### src/hw/rtl/sbfb_pkg.sv
// ----------------------------------------------------------------------------
// sbfb_pkg
// Types, codes and helpers shared by the scaled biquad filter bank.
// ----------------------------------------------------------------------------
package sbfb_pkg;

   // Datapath widths
   localparam int DATA_W      = 16;               // Q4.12 samples, Q2.14 coefficients
   localparam int PROD_W      = 2 * DATA_W;       // one 16 x 16 product
   localparam int ACC_W       = PROD_W + 3;       // five products summed, plus headroom
   localparam int SHR_W       = 21;               // width after the rounding shift
   localparam int FEATURE_W   = 3;                // reported feature index
   localparam int SLOT_W      = 3;
   localparam int FUNC_W      = 2;

   // Stream packing
   localparam int REQ_TDATA_W = 40;               // 38 bits of fields, padded to bytes
   localparam int RSP_TDATA_W = 24;               // 19 bits of fields, padded to bytes

   // Defaults
   localparam int                 DEF_FEATURE_COUNT = 8;
   localparam logic signed [15:0] GAIN_RESET        = 16'sd4096;   // 1.0 in Q4.12

   // Request kinds
   typedef enum logic [FUNC_W-1:0] {
      FUNC_FILTER = 2'd0,
      FUNC_WRITE  = 2'd1,
      FUNC_CLEAR  = 2'd2
   } func_type;

   // Coefficient slots within one biquad
   typedef enum logic [SLOT_W-1:0] {
      SLOT_B0 = 3'd0,
      SLOT_B1 = 3'd1,
      SLOT_B2 = 3'd2,
      SLOT_A1 = 3'd3,
      SLOT_A2 = 3'd4
   } slot_type;

   // Control handed to every cell
   typedef struct packed {
      logic                     adv;     // chain advances this cycle
      logic                     clr;     // clear histories
      logic                     wr;      // coefficient write for this cell
      logic [SLOT_W-1:0]        slot;
      logic signed [DATA_W-1:0] value;
   } cell_ctl_type;

   // Result offered by a cell in its summing step
   typedef struct packed {
      logic                     valid;
      logic signed [DATA_W-1:0] response;
   } cell_res_type;

   // Saturate a shifted value to 16 bits signed
   function automatic logic signed [DATA_W-1:0] sat16(input logic signed [SHR_W-1:0] v);
      logic signed [DATA_W-1:0] r;
      if (v > 21'sd32767) begin
         r = 16'sd32767;
      end else if (v < -21'sd32768) begin
         r = -16'sd32768;
      end else begin
         r = v[DATA_W-1:0];
      end
      return r;
   endfunction

endpackage

### src/hw/rtl/sbfb_cell.sv
// ----------------------------------------------------------------------------
// sbfb_cell
// One direct form I biquad: coefficients, history, products and sum.
// ----------------------------------------------------------------------------
module sbfb_cell
   import sbfb_pkg::*;
(
   input  logic                     clock,
   input  logic                     reset,
   input  cell_ctl_type             ctl,
   input  logic signed [DATA_W-1:0] x_in,
   input  logic                     xv_in,
   output logic signed [DATA_W-1:0] x_out,
   output logic                     xv_out,
   output cell_res_type             res
);

   logic signed [DATA_W-1:0] b0_ff, b0_in, b1_ff, b1_in, b2_ff, b2_in;
   logic signed [DATA_W-1:0] a1_ff, a1_in, a2_ff, a2_in;
   logic signed [DATA_W-1:0] x1_ff, x1_in, x2_ff, x2_in;
   logic signed [DATA_W-1:0] y1_ff, y1_in, y2_ff, y2_in;
   logic signed [PROD_W-1:0] p0_ff, p0_in, p1_ff, p1_in, p2_ff, p2_in;
   logic signed [PROD_W-1:0] p3_ff, p3_in, p4_ff, p4_in;
   logic                     pv_ff, pv_in;
   logic signed [DATA_W-1:0] x_ff, x_in_d;
   logic                     xv_ff, xv_in_d;
   logic signed [ACC_W-1:0]  acc;
   logic signed [DATA_W-1:0] y;

   // Summing step: Q6.26 sum, round half up, back to Q4.12
   assign acc = ACC_W'(p0_ff) + ACC_W'(p1_ff) + ACC_W'(p2_ff)
              - ACC_W'(p3_ff) - ACC_W'(p4_ff) + 35'sd8192;
   assign y   = sat16(SHR_W'(acc >>> 14));

   // Coefficient writes
   always_comb begin
      b0_in = b0_ff;
      b1_in = b1_ff;
      b2_in = b2_ff;
      a1_in = a1_ff;
      a2_in = a2_ff;
      if (ctl.wr) begin
         case (slot_type'(ctl.slot))
            SLOT_B0: b0_in = ctl.value;
            SLOT_B1: b1_in = ctl.value;
            SLOT_B2: b2_in = ctl.value;
            SLOT_A1: a1_in = ctl.value;
            SLOT_A2: a2_in = ctl.value;
            default: ;
         endcase
      end
   end

   // Product step and history update
   always_comb begin
      x1_in = x1_ff;
      x2_in = x2_ff;
      y1_in = y1_ff;
      y2_in = y2_ff;
      p0_in = p0_ff;
      p1_in = p1_ff;
      p2_in = p2_ff;
      p3_in = p3_ff;
      p4_in = p4_ff;
      if (ctl.clr) begin
         x1_in = '0;
         x2_in = '0;
         y1_in = '0;
         y2_in = '0;
      end
      if (ctl.adv && xv_in) begin
         p0_in = x_in  * b0_ff;
         p1_in = x1_ff * b1_ff;
         p2_in = x2_ff * b2_ff;
         p3_in = y1_ff * a1_ff;
         p4_in = y2_ff * a2_ff;
         x1_in = x_in;
         x2_in = x1_ff;
      end
      if (ctl.adv && pv_ff) begin
         y1_in = y;
         y2_in = y1_ff;
      end
   end

   // Hand the scaled sample on to the neighbour
   always_comb begin
      x_in_d  = ctl.adv ? x_in  : x_ff;
      xv_in_d = ctl.adv ? xv_in : xv_ff;
      pv_in   = ctl.adv ? xv_in : pv_ff;
   end

   always_ff @(posedge clock) begin
      if (reset) begin
         b0_ff <= '0;
         b1_ff <= '0;
         b2_ff <= '0;
         a1_ff <= '0;
         a2_ff <= '0;
         x1_ff <= '0;
         x2_ff <= '0;
         y1_ff <= '0;
         y2_ff <= '0;
         pv_ff <= 1'b0;
         xv_ff <= 1'b0;
      end else begin
         b0_ff <= b0_in;
         b1_ff <= b1_in;
         b2_ff <= b2_in;
         a1_ff <= a1_in;
         a2_ff <= a2_in;
         x1_ff <= x1_in;
         x2_ff <= x2_in;
         y1_ff <= y1_in;
         y2_ff <= y2_in;
         pv_ff <= pv_in;
         xv_ff <= xv_in_d;
      end
   end

   always_ff @(posedge clock) begin
      p0_ff <= p0_in;
      p1_ff <= p1_in;
      p2_ff <= p2_in;
      p3_ff <= p3_in;
      p4_ff <= p4_in;
      x_ff  <= x_in_d;
   end

   assign x_out        = x_ff;
   assign xv_out       = xv_ff;
   assign res.valid    = pv_ff;
   assign res.response = y;

endmodule

### config.mk
export PLATFORM = sky130hd
export DESIGN_NAME = sbfb_cell
export DESIGN_NICKNAME = d
export VERILOG_FILES = /design/src/hw/rtl/sbfb_pkg.sv /design/src/hw/rtl/sbfb_cell.sv
export SDC_FILE = /design/constraint.sdc
export NUM_CORES = 2
export LEC_CHECK = 0
export ABC_AREA = 1
export BUFFER_PORTS_ARGS = -buffer_cell sky130_fd_sc_hd__buf_2
export CAP_MARGIN = 20
export CORE_MARGIN = 2
export CORE_UTILIZATION = 30
export CTS_CLUSTER_DIAMETER = 200
export DETAILED_ROUTE_END_ITERATION = 8
export GPL_TIMING_DRIVEN = 0
export HOLD_SLACK_MARGIN = 0.15
export MAX_ROUTING_LAYER = met4
export PLACE_DENSITY = 0.49
export REMOVE_ABC_BUFFERS = 1
export SKIP_CTS_REPAIR_TIMING = 1
export SLEW_MARGIN = 25
export SYNTH_ARGS = -nofsm -noshare
export SYNTH_HDL_FRONTEND = slang
export SYNTH_SLANG_ARGS = --single-unit
### constraint.sdc
create_clock -name clock -period 9.59 [get_ports clock]
set_clock_uncertainty 0.2 [all_clocks]
set_input_delay 0.959 -clock clock [delete_from_list [all_inputs] [get_ports clock]]
set_output_delay 0.959 -clock clock [all_outputs]
set_load 0.02 [all_outputs]
==> out/results.ini <==
[route]
topRoutingLayerUsed=met4
wl_um=176000
drtAntennaViolNets=0
wl_met3_um=6830
initialDrtViolationCount=2681
drcViolationCount=0
routed-wl-met2_um=85900
vias_per_cell=4.48
routedWlPerCell_um=17.0
met1_length_um=79600
vias=46500
firstDrtPassIters=6

[worst_setup_path]
worst_setup_path_end_kind=flop
ff2ff_setup_slack_ps=2010
worstPathMaxFanout=17
worstReg2RegStart=a2_ff[4]$_SDFFE_PP0P_
worstRegToRegCells=19
worstPathArrival_ps=7700
worstSetupPathType=flop to flop
critPathRequiredTime_ps=9710
reg2reg_to=p4_ff[31]$_DFFE_PP_
cp-start-kind=flop

[synthesis]
synth_edf_count=176
async_flop_share_pct=0
synth_cells=7728
synth.avg_cell_area_um2=8.47
ys_seq_area_share_pct=12.5
synth_seq_cells=321
ys_types=52
ys_warn_count=0
syn_area_um2=65400
yosys_most_used_dff=edfxtp_1

[sta]
rsz0062_at_grt=false
setup_ws_ps=2010
worst-slew-pin-transition_ps=1090
period_share_pct=79.0
final_max_slew_viol_count=0
tns_ps=0
final-hold-violation-count=0
fmax_mhz=132
relSlewSlack_pct=27.1
fin_crit_ps=7580
setup_viol=0

[grt]
grt_pass1_wl_um=287000
grt_overflow_total=0
antenna_found_initial=3
grt_pass1_vias=50500
grt_max_degree=104
grt_use_total_pct=17.0

[clock_tree]
clockRootBuffer=clkbuf_16
cts_max_level=2
clk_latency_ps=640
cts.sinks=321
clock_path_buffers=3
clkTransAtPathRegs_ps=60
numCtsBuffers=42
cts_tree=done

[die]
start_util_pct=30.2
rows=171
die_area_um2=222000
die-height_um=471
num_io_pins=75
die_x_um=471
coreArea_um2=217000

[pwr]
p_leak_uw=0.0375
p_per_area_nw_per_um2=88.6
max-vdd-ir-drop_mv=0.245

[worst_hold_path]
hold_path_class=flop to flop
min-delay-start=xv_out$_SDFFE_PP0P_
holdPathStages=2
holdPathEnd=xv_out$_SDFFE_PP0P_

[cells_and_area]
stdcell_area_um2=69700
nNetsFinal=9412
area_delta_synth_final_pct=6.43
drive_gt1_share_pct=3.48
fillers=23000

[flow_run]
cap_violations=0

[placed_design]
port_buffers=74
pre_cts_slack_ps=2190
postPlaceCellArea_um2=68200
globalplace.congestion=0.892
dp.final_hpwl_um=145000

[status]
status=finished clean

[synthesized netlist by cell type, types with 2 or more instances]
cell type     n  share of area, %
inv_1      2292                13
nand2_1    1760                10
fa_1       1406                43
ha_1        474               9.1
clkbuf_1    341               2.0
a21oi_1     332               2.5
edfxtp_1    176               8.1
nor2_1      167              0.96
dfxtp_1     145               4.4
xor2_1      105               1.4
xnor2_1      97               1.3
nand3_1      83              0.63
o21ai_0      64              0.49
or2_2        35              0.33
nand2_2      33              0.32
nand4_1      25              0.24
a31oi_1      22              0.21
buf_1        18              0.10
o21ai_1      17              0.13
nor3_1       15              0.11
a21o_1       14              0.16
o21a_1       14              0.16
a211oi_1     11              0.13
a21boi_0     10              0.11
a21oi_2      10              0.13
o21bai_1     10              0.11
nor4_1        7             0.067
inv_2         6             0.034
nor2_2        6             0.057
o221ai_1      5             0.067
o211ai_1      3             0.034
nand2_4       2             0.034
nand3b_1      2             0.023
nor3_2        2             0.031
o221a_2       2             0.034
[report_power, final]
| part | total [µW] | internal, µW | switching [µW] |
|---|---|---|---|
| registers | 1690 | 1520 | 167 |
| logic | 2760 | 827 | 1930 |
| clock network | 1720 | 1010 | 715 |
[state kept, by name (all words and copies together), names as in the netlist]
| name | flops |
|---|---|
| x1_ff | 16 |
| b2_ff | 16 |
| p1_ff | 32 |
| x_out | 16 |
| xv_out | 1 |
| y1_ff | 16 |
| p2_ff | 32 |
| x2_ff | 16 |
| a1_ff | 16 |
| p0_ff | 32 |
| p4_ff | 32 |
| b1_ff | 16 |
| p3_ff | 32 |
| b0_ff | 16 |
| a2_ff | 16 |
| y2_ff | 16 |
[cells by family after synthesis]
family                     count (synthesis)  synth area share, %
AOI/OAI and AO/OA                        519                 4.38
xor gates and xnor gates                 202                 2.70
adders and majority gates               1880                 52.1
buffers and inverters                   2662                 15.3
DFF                                      321                 12.5
and+or+nand+nor                         2144                 13.0
[per-stage QoR]
stage | hold WS, ps | instances | util, % | power [µW]
after global routing | 438 | 10400 | 32.1 | 6580
final | 414 | 10400 | 32.1 | 6170
after CTS | 440 | 10400 | 32.1 | 6290
after detailed placement | 432 | 10300 | 31.4 | 4540
after floorplan | 413 | 7365 | - | 3370
after global placement | 403 | 10300 | 31.3 | 4530
[worst max path at each step]
stage	start	endpoint	slack, ps	cells past startpoint
final	a2_ff[4]$_SDFFE_PP0P_	p4_ff[31]$_DFFE_PP_	2010	19
after global routing	a2_ff[1]$_SDFFE_PP0P_	p4_ff[31]$_DFFE_PP_	1630	21
after CTS	a2_ff[1]$_SDFFE_PP0P_	p4_ff[31]$_DFFE_PP_	2090	21
after detailed placement	a2_ff[1]$_SDFFE_PP0P_	p4_ff[31]$_DFFE_PP_	2190	19
after global placement	ctl[21]	p4_ff[28]$_DFFE_PP_	590	3
after floorplan	x_in[15]	p0_ff[29]$_DFFE_PP_	3300	19
[layout by cell type (no fill, tap or decap), drive strengths merged, types with 3 or more instances in the layout]
cell,n
ha,474
o221ai,5
clkbuf,51
o21bai,10
dfxtp,145
or2,35
nor3,17
nand4,25
nand2,1795
o211ai,3
xor2,105
nand3,84
bufinv,5
o21ai,82
a21boi,11
a21oi,342
buf,82
o21a,14
a211oi,11
a31oi,22
edfxtp,176
fa,1406
inv,2304
xnor2,97
nor2,174
clkinv,12
nor4,8
clkinvlp,5
a21o,14
[cell type report]
| type | count | area (µm²) | area share [%] |
|---|---|---|---|
| Inverter | 2299 | 8640 | 12.4 |
| Sequential cell | 321 | 8190 | 11.8 |
| Clock buffer | 51 | 1150 | 1.65 |
| Clock inverter | 27 | 345 | 0.496 |
| Multi-Input combinational cell | 4745 | 47300 | 67.8 |
| Antenna cell | 2 | 5.00 | 0.00719 |
| Timing Repair Buffer | 82 | 504 | 0.724 |
| Tap cell | 2854 | 3570 | 5.13 |
[per-layer routing]
layer / global-route usage (%) / up-vias
li1: - / 21600
met1: 22.7 / 23900
met2: 28.2 / 843
met3: 1.28 / 142
met4: 3.66 / 0
met5: - / -
[critical path, cell delays in order (launching register included)]
cell	delay (ps)
dfxtp_1	840
nand2_1	210
inv_1	180
fa_1	450
fa_1	470
inv_1	330
fa_1	520
fa_1	550
inv_1	50
fa_1	510
fa_1	440
ha_1	380
nand2_1	150
nor4_1	410
nand4_1	210
nand3_1	220
a21o_1	180
a21oi_1	100
o21ai_0	260
xor2_1	590
Note: power is estimated with default switching activity, not from simulation.
