===== config.mk =====
export PLATFORM = sky130hd
export DESIGN_NAME = sbfb_scaler
export DESIGN_NICKNAME = d
export VERILOG_FILES = /design/src/hw/rtl/sbfb_pkg.sv /design/src/hw/rtl/sbfb_scaler.sv
export SDC_FILE = /design/constraint.sdc
export NUM_CORES = 1
export LEC_CHECK = 0
export ABC_AREA = 0
export BUFFER_PORTS_ARGS = -buffer_cell sky130_fd_sc_hd__buf_2
export CAP_MARGIN = 20
export CORE_UTILIZATION = 55
export DETAILED_ROUTE_END_ITERATION = 16
export GPL_TIMING_DRIVEN = 0
export PLACE_DENSITY = 0.82
export SLEW_MARGIN = 30
export SYNTH_ARGS = -nofsm -noshare
export SYNTH_HDL_FRONTEND = slang
export SYNTH_SLANG_ARGS = --single-unit
export TNS_END_PERCENT = 10

===== constraint.sdc =====
create_clock -name clock -period 9.7 [get_ports clock]
set_input_delay 1.94 -clock clock [delete_from_list [all_inputs] [get_ports clock]]
set_output_delay 1.94 -clock clock [all_outputs]
set_load 0.02 [all_outputs]

===== src/hw/rtl/sbfb_pkg.sv =====
// ----------------------------------------------------------------------------
// sbfb_pkg
// Types, codes and helpers shared by the scaled biquad filter bank.
// ----------------------------------------------------------------------------
package sbfb_pkg;

   // Datapath widths
   localparam int DATA_W      = 16;               // Q4.12 samples, Q2.14 coefficients
   localparam int PROD_W      = 2 * DATA_W;       // one 16 x 16 product
   localparam int ACC_W       = PROD_W + 3;       // five products summed, plus headroom
   localparam int SHR_W       = 21;               // width after the rounding shift
   localparam int FEATURE_W   = 3;                // reported feature index
   localparam int SLOT_W      = 3;
   localparam int FUNC_W      = 2;

   // Stream packing
   localparam int REQ_TDATA_W = 40;               // 38 bits of fields, padded to bytes
   localparam int RSP_TDATA_W = 24;               // 19 bits of fields, padded to bytes

   // Defaults
   localparam int                 DEF_FEATURE_COUNT = 8;
   localparam logic signed [15:0] GAIN_RESET        = 16'sd4096;   // 1.0 in Q4.12

   // Request kinds
   typedef enum logic [FUNC_W-1:0] {
      FUNC_FILTER = 2'd0,
      FUNC_WRITE  = 2'd1,
      FUNC_CLEAR  = 2'd2
   } func_type;

   // Coefficient slots within one biquad
   typedef enum logic [SLOT_W-1:0] {
      SLOT_B0 = 3'd0,
      SLOT_B1 = 3'd1,
      SLOT_B2 = 3'd2,
      SLOT_A1 = 3'd3,
      SLOT_A2 = 3'd4
   } slot_type;

   // Control handed to every cell
   typedef struct packed {
      logic                     adv;     // chain advances this cycle
      logic                     clr;     // clear histories
      logic                     wr;      // coefficient write for this cell
      logic [SLOT_W-1:0]        slot;
      logic signed [DATA_W-1:0] value;
   } cell_ctl_type;

   // Result offered by a cell in its summing step
   typedef struct packed {
      logic                     valid;
      logic signed [DATA_W-1:0] response;
   } cell_res_type;

   // Saturate a shifted value to 16 bits signed
   function automatic logic signed [DATA_W-1:0] sat16(input logic signed [SHR_W-1:0] v);
      logic signed [DATA_W-1:0] r;
      if (v > 21'sd32767) begin
         r = 16'sd32767;
      end else if (v < -21'sd32768) begin
         r = -16'sd32768;
      end else begin
         r = v[DATA_W-1:0];
      end
      return r;
   endfunction

endpackage


===== src/hw/rtl/sbfb_scaler.sv =====
// ----------------------------------------------------------------------------
// sbfb_scaler
// Multiplies a sample by the input gain, rounds half up and saturates.
// ----------------------------------------------------------------------------
module sbfb_scaler
   import sbfb_pkg::*;
(
   input  logic                     clock,
   input  logic                     reset,
   input  logic                     adv,
   input  logic                     load,
   input  logic signed [DATA_W-1:0] sample,
   input  logic signed [DATA_W-1:0] gain,
   output logic signed [DATA_W-1:0] x_out,
   output logic                     xv_out
);

   logic signed [PROD_W-1:0] prod_ff, prod_in;
   logic                     pv_ff, pv_in;
   logic signed [DATA_W-1:0] x_ff, x_in;
   logic                     xv_ff, xv_in;
   logic signed [PROD_W:0]   rnd;

   // Stage one: the product, taken when a sample request is accepted
   always_comb begin
      prod_in = prod_ff;
      pv_in   = adv ? 1'b0 : pv_ff;
      if (load) begin
         prod_in = sample * gain;
         pv_in   = 1'b1;
      end
   end

   // Stage two: round half up, shift to Q4.12, saturate
   assign rnd = (PROD_W+1)'(prod_ff) + 33'sd2048;

   always_comb begin
      x_in  = x_ff;
      xv_in = xv_ff;
      if (adv) begin
         x_in  = sat16(SHR_W'(rnd >>> 12));
         xv_in = pv_ff;
      end
   end

   always_ff @(posedge clock) begin
      if (reset) begin
         pv_ff <= 1'b0;
         xv_ff <= 1'b0;
      end else begin
         pv_ff <= pv_in;
         xv_ff <= xv_in;
      end
   end

   always_ff @(posedge clock) begin
      prod_ff <= prod_in;
      x_ff    <= x_in;
   end

   assign x_out  = x_ff;
   assign xv_out = xv_ff;

endmodule


==> results summary, run 1 <==
The highest clock frequency the design can meet is 0.118 GHz. The end of the worst register-to-register path is x_out[5]. The post-detailed-route wirelength per cell is 16.9 um.

The first-pass GRT wire length is 44,200 um. Of all nets on the critical path, the largest fanout is 10. In this run the critical register-to-register path is launched from prod_ff[20].

Among all cell types in the netlist, the one instantiated most often is sky130_fd_sc_hd__inv_1. The count of cells resized by post-cts repair came out at 0. Setup violations remaining at the end of the flow were counted as 0. The root buffer cell chosen for the clock tree is sky130_fd_sc_hd__clkbuf_16. The endpoint arrival time on the critical path is 8560 ps. The die covers 21,400 sq um. The number of cells on the worst reg-to-reg path is 7. The number of global-route vias before repair is 9,250. The share of the synthesized area in the top cell type came out at 0.456.

The total of max-cap violations is 0. The number of remaining DRC errors is 0. Grouping stages by cell kind, the critical path spends the most delay in adder cells. The number of buffers inserted for hold repair after clock tree synthesis is 0. Summed over all nets, the half-perimeter wirelength after detailed placement is 22,100 um. TritonCTS built the clock tree. The die extent in x came out at 146 um. The critical path required time came out at 9760 ps.

The total routing usage reported by global routing is 0.266. The initial antenna violation count came out at 0. The via count normalized by instance count came out at 5.41.

Setup repair after global routing left no endpoint under its margin. Clock-pin slew was measured on the worst setup and hold paths at 60 ps. For the pin with the worst max-slew slack, the measured transition is 875 ps. The share of the cycle needed by the critical path after routing came out at 0.875. The final count of pins violating max slew came out at 0. The synthesized net count came out at 1,592. The peak per-stage delay on the critical path is 860 ps.

The average footprint of a synthesized cell is 9.43 sq um. The number of synthesized flops with an enable pin is 37. The maximum level of the CTS H-tree came out at 2. The total iterations of the first detailed-routing run is 5. The maximum number of buffers from clock root to sink is 2. The share of async-settable or async-resettable flops after synthesis is 0.

The initial utilization of the core area, before any placement, comes to 0.563. Among all flip-flop cells after synthesis, the most frequent one is sky130_fd_sc_hd__edfxtp_1. The clock latency at the later pin of the worst-skew pair came out at 280 ps. The number of diodes came out at 0. sky130_fd_sc_hd__fa_1 takes more of the synthesized area than any other cell.

The count of nets after finishing came out at 1,651. The cell type of the slowest stage on the worst timing path is sky130_fd_sc_hd__fa_1. The final critical delay including setup and external delays came out at 8490 ps. At the end of routability-driven placement, the weighted congestion stood at 0.952. The worst setup path is captured at a flop.

STA classifies the critical path startpoint as an input port. For hold timing, the worst endpoint is xv_out. The remaining antenna violation count after routing is 0. The number of buffers added on ports is 52. The pin count of the biggest net entering global routing came out at 23. Traced cell by cell, the critical path runs through buf_2 -> clkbuf_1 -> nand2_1 -> inv_1 -> fa_1 -> fa_1 -> inv_1 -> fa_1 -> fa_1 -> fa_1 -> fa_1 -> inv_1 -> ha_1 -> nand4_1 -> or3_1 -> o22a_1 -> a21o_1 -> and3_1 -> a311oi_1. Counting both buffers and inverters, the worst setup path holds a total of 5. The overall routed net length came out at 26,100 um. After synthesis the netlist holds a flip-flop and latch count of 39. The total number of yosys warnings is 0. The die boundary height is 146 um. Clock tree synthesis inserted a total of 5 buffers. The core area is 20,400 sq um. The clock net sink count is 39. Detailed routing inserted a total of 8,358 vias. The run finished with clean final reports. The setup TNS is 0 ps. The most numerous cell type found on the critical path is sky130_fd_sc_hd__fa_1. The register-to-register path setup slack came out at 7310 ps.

The min-delay analysis places its worst path in the category reg -> reg. The number of cell rows is 52. The I/O pin count is 53. Synthesis handed over a netlist of 1,215 instances. From synthesis to final layout, the design area changed by 6.61%. After global routing the overflow that remains totals 0.

The number of cells on the worst hold path is 2. By area the synthesized netlist is led by sky130_fd_sc_hd__fa_1, sky130_fd_sc_hd__inv_1, sky130_fd_sc_hd__edfxtp_1, sky130_fd_sc_hd__ha_1, sky130_fd_sc_hd__and2_1. The worst setup path is of the in -> reg kind. The area of the mapped netlist came out at 11,500 sq um. The number of failing hold endpoints at the final stage came out at 0. The fraction of layout instances using a drive strength above 1 came out at 0.0635. The detailed router finished its first iteration with 578 violations. The worst slew slack as a fraction of its limit is 0.412. Across the routed clock network, the largest skew measured is 4.62 ps. In this run the most critical hold path is launched from xv_out. Counting instances in the post-synthesis netlist gives the leading cell types as sky130_fd_sc_hd__inv_1, sky130_fd_sc_hd__fa_1, sky130_fd_sc_hd__nand2_1. The number of different library cells in the post-synthesis netlist came out at 49.

The share of the yosys chip area belonging to registers is 0.100. In this run the post-CTS setup repair buffer count came out at 0.
cell families after synthesis:
kind of cell               synth area share
adders and majority gates             0.543
xor gates and xnor gates             0.0306
buffers and inverters                 0.122
and+or+nand+nor                       0.150
AOI/OAI and AO/OA                    0.0529
muxes                              0.000873
DFF                                   0.100
layout make-up:
| cell class | count | area (sq um) |
|---|---|---|
| sequential | 39 | 1150 |
| clock buffer | 7 | 153 |
| inverter | 334 | 1250 |
| clock inverter | 1 | 7.51 |
| fill | 1693 | 8140 |
| tap | 270 | 338 |
| buffer | 35 | 143 |
| multi-input combinational | 807 | 8920 |
| timing repair buffer | 52 | 260 |
per-layer routing:
layer | share of wire | wire length, um | global-route usage
met2 | 0.49 | 12800 | 0.450
met3 | 0.075 | 1970 | 0.0425
met5 | 0 | 0 | 0
met4 | 0.067 | 1750 | 0.152
met1 | 0.37 | 9580 | 0.324
registers in the layout, summed over array words and instances, names as in the netlist:
register	cells
x_out	16
pv_ff	1
prod_ff	21
xv_out	1
tightest hold or removal path, delay by kind of cell, from the launching register on:
family        cells  cell delay, ps
mux               1              70
simple gates      1              70
flops             1             320
worst max path at each step:
| stage | cells past startpoint | startpoint | endpoint |
|---|---|---|---|
| after floorplan | 18 | gain[1] | prod_ff[28] |
| after global placement | 19 | gain[1] | prod_ff[31] |
| after detailed placement | 19 | gain[2] | prod_ff[31] |
| after CTS | 19 | gain[2] | prod_ff[31] |
| after global routing | 19 | gain[2] | prod_ff[31] |
| final | 19 | sample[15] | prod_ff[31] |
cell usage in the layout (no fill, tap or decap), types with 25 or more instances in the layout:
cell,Yosys,layout
sky130_fd_sc_hd__ha_1,80,80
sky130_fd_sc_hd__and2_1,127,127
sky130_fd_sc_hd__clkbuf_1,33,33
sky130_fd_sc_hd__buf_2,0,52
sky130_fd_sc_hd__nand2_1,136,136
sky130_fd_sc_hd__inv_1,334,334
sky130_fd_sc_hd__edfxtp_1,37,37
sky130_fd_sc_hd__fa_1,261,261
sky130_fd_sc_hd__nor2_1,32,32
sky130_fd_sc_hd__xnor2_1,25,25
through the flow:
step / util / cell area [sq um] / hold WS, ps / setup WS [ps] / cells
after global placement: 0.592 / 12100 / 470 / 980 / 1537
final: 0.600 / 12200 / 506 / 1210 / 1545
after CTS: 0.600 / 12200 / 503 / 1180 / 1545
after floorplan: - / 11500 / 451 / 2100 / 1215
after global routing: 0.600 / 12200 / 548 / 937 / 1545
after detailed placement: 0.592 / 12100 / 490 / 896 / 1537
Power of run 1 is not shown: default switching activity piles up to over one toggle a cycle in this logic, so the estimate is an artifact.
==> inputs of run 2 (changes only) <==
--- a/config.mk
+++ b/config.mk
@@ -9,9 +9,10 @@
 export BUFFER_PORTS_ARGS = -buffer_cell sky130_fd_sc_hd__buf_2
 export CAP_MARGIN = 20
 export CORE_UTILIZATION = 55
+export CTS_BUF_LIST = sky130_fd_sc_hd__clkbuf_2 sky130_fd_sc_hd__clkbuf_4 sky130_fd_sc_hd__clkbuf_8
 export DETAILED_ROUTE_END_ITERATION = 16
 export GPL_TIMING_DRIVEN = 0
-export PLACE_DENSITY = 0.82
+export PLACE_DENSITY = 0.84
 export SLEW_MARGIN = 30
 export SYNTH_ARGS = -nofsm -noshare
 export SYNTH_HDL_FRONTEND = slang
==> constraint.sdc (replaced) <==
create_clock -name clock -period 7.65 [get_ports clock]
set_input_delay 1.53 -clock clock [delete_from_list [all_inputs] [get_ports clock]]
set_output_delay 1.53 -clock clock [all_outputs]
set_load 0.02 [all_outputs]
==> run 2 against run 1 <==
  * Final cell count decreased by 0.91%
  * Cell area decreased by 0.49%
  * Via count fell by 2.0%
  * Sequential cell count is the same
  * Clock skew grew 4.5 ps
  * Clock-buffer cell count down 1
  * Register-to-register slack worse by 2000 ps
  * Sequential share of layout area about the same
  * Wire length down 4.2%
  * Core utilization decreased by 0.29 points
  * Critical endpoint unchanged
==> results summary, run 2 (synthesis gave the netlist of run 1 again) <==
The flow ran to the end, and the final reports show no timing, DRC or antenna violations. Leaving out fill and tap cells, the most frequent cells in the layout are sky130_fd_sc_hd__inv_1, sky130_fd_sc_hd__fa_1, sky130_fd_sc_hd__nand2_1. The post-detailed-route wirelength per cell came out at 16.3 um (-3.3%). The DRC violation total after the first TritonRoute iteration came to 510 (-12%). The total iterations of the first detailed-routing run came out at 6 (+1). The final-report setup violation count was 0 (unchanged). The area of combinational cells with multiple inputs came out at 8920 sq um (about the same). Setup repair after global routing left no endpoint under its margin. The number of instances in the placed design came out at 1,537 (unchanged). The kind of end point of the critical path is a flop.

The clock net sink count is 39 (unchanged). The master cell of the clock root buffer is sky130_fd_sc_hd__clkbuf_8. The most frequent cell on the critical path is sky130_fd_sc_hd__fa_1.

The final non-filler cell total is 1,531 (-0.91%). The I/O pin count came out at 53 (unchanged). The number of cell rows came out at 52 (unchanged). In the finished design, the share of the clock period the worst path needs comes to 0.966. The core area is 20,400 sq um (unchanged).

The register-to-register path setup slack came out at 5300 ps (-2010 ps). The TritonCTS clock tree is yes. The total routing usage reported by global routing came to 0.268 (+0.00161).

The sum of net half-perimeters after detailed placement came out at 22,400 um (+1.1%). The peak fanout along the critical path is 10 (unchanged). The maximum level of the CTS H-tree was 2 (unchanged). The first-pass GRT wire length is 44,500 um (+0.87%).

The worst hold path begins at xv_out. The path class of the tightest hold or removal check is reg -> reg. The clock latency at the later pin of the worst-skew pair came out at 290 ps (about the same). The number of failing hold endpoints at the final stage was 0 (unchanged).

The startpoint identified for the worst register-to-register timing path is prod_ff[21]. The worst setup path startpoint is gain[10]. The flip-flop count of the largest register, all copies and words added came out at 21 (unchanged). The area growth from synthesis to layout came out at 6.09%.

The initial antenna violation count came out at 0 (unchanged). The critical path goes through buf_2 -> clkbuf_1 -> nand2_1 -> fa_1 -> inv_1 -> fa_1 -> fa_1 -> fa_1 -> fa_1 -> inv_1 -> fa_1 -> inv_1 -> ha_1 -> nand4_1 -> or3_1 -> o22a_1 -> a21o_1 -> and3_1 -> a311oi_1. The number of global-route vias before repair came out at 9,337 (+0.94%).

The number of diodes came to 0 (unchanged). The top register by number of flip-flops is prod_ff. The register area came out at 1150 sq um (unchanged). The final critical delay including setup and external delays is 7390 ps. The pin count of the biggest net entering global routing was 23 (unchanged).

The least setup slack across all paths after layout is 262 ps (-947 ps). The final count of pins violating max slew is 0 (unchanged). The die extent in x came to 146 um (unchanged). The total of max-cap violations is 0 (unchanged). The endpoint arrival time on the critical path is 7470 ps (-1090 ps). The clock-pin slew of the registers on the worst-case setup and hold paths is 80 ps (+20 ps).

The buffer and inverter count on the worst path came to 5 (unchanged). The overall routed net length is 25,000 um (-4.2%). The critical path required time came out at 7730 ps (-2030 ps). The maximum number of buffers from clock root to sink came out at 2 (unchanged). Among all stages on the critical path, the largest delay is contributed by sky130_fd_sc_hd__fa_1. The post-place setup slack came out at -745 ps (-1640 ps).

The highest clock frequency the design can meet came out at 0.135 GHz. The remaining antenna violation count after routing came out at 0 (unchanged). The final non-filler cell area came out at 12,200 sq um (-0.49%). The kind of cell with the highest combined delay along the critical path is adder cells. The number of buffers inserted for hold repair after clock tree synthesis is 0 (unchanged). The total vias in the final route is 8,191 (-2.0%). The overall overflow remaining after global route came out at 0 (unchanged). The setup clock skew after layout came to 9.12 ps (+4.50 ps). The area enclosed by the die boundary came out at 21,400 sq um (unchanged).

The fraction of layout instances using a drive strength above 1 came out at 0.0706 (+0.00705). The number of inserted filler cells in the final layout came to 1,668 (-1.5%). The category of the critical setup timing path is in -> reg.

The number of buffers added on ports is 52 (unchanged). The initial core utilization came out at 0.563 (unchanged). STA classifies the critical path startpoint as an input port. The count of nets after finishing is 1,637 (-0.85%).

The worst slew slack as a fraction of its limit is 0.443 (+0.0303). The die boundary height is 146 um (unchanged). The global placement routability congestion came to 0.967 (+1.5%).

Leaving out fill and tap cells, the most frequent cell in the layout is sky130_fd_sc_hd__inv_1. The cell area after placement is 12,100 sq um (unchanged). The peak per-stage delay on the critical path came out at 580 ps (-280 ps). The via count normalized by instance count came to 5.35 (-1.1%). The transition at the pin with the smallest max-transition slack came out at 830 ps (-45.1 ps).

The number of buffers created by CTS came to 5 (unchanged). The number of remaining DRC errors came out at 0 (unchanged).
[run 2: final cells by class]
type / instances / share of cell area
multi-input cells: 807 / 0.733
inverters: 334 / 0.103
clock buffers: 6 / 0.00628
plain buffers: 19 / 0.00730
flip-flops and latches: 39 / 0.0946
well taps: 270 / 0.0278
repair buffers: 54 / 0.0226
clock inverters: 2 / 0.00494
[run 2: worst reg2reg max path, delay by kind of cell, from the launching register on]
family | cells | cell delay [ps]
AND/OR/NAND/NOR | 3 | 700
AO/OA/AOI/OAI | 3 | 670
flip-flops | 1 | 410
buffers and inverters | 1 | 300
[run 2: what timing repair did]
item,in CTS,in global routing
pin swaps,0,1
setup buffers,0,2
setup endpoints to repair,9,4
resized for setup,1,10
[run 2: path summary, 6_finish.rpt]
kind,end,cells after the start
worst max-delay path,prod_ff[31],19
worst min register to register,xv_out,2
worst max register to register,x_out[5],7
worst min-delay path,xv_out,2
[run 2: layer usage]
metal | up-vias | share of wire | GRT usage
met3 | 98 | 0.050 | 0.0306
met4 | 0 | 0.069 | 0.171
li1 | 3669 | - | -
met5 | - | 0 | 0
met1 | 4133 | 0.37 | 0.320
met2 | 291 | 0.51 | 0.461
[run 2: per-stage QoR]
stage / util / hold slack (ps) / setup TNS (ps)
finish: 0.597 / 490 / 0
global route: 0.597 / 518 / 0
CTS: 0.598 / 495 / 0
detailed placement: 0.592 / 478 / -4640
global placement: 0.592 / 469 / -3980
floorplan: - / 451 / 0
Power of run 2 is left out for the same reason.
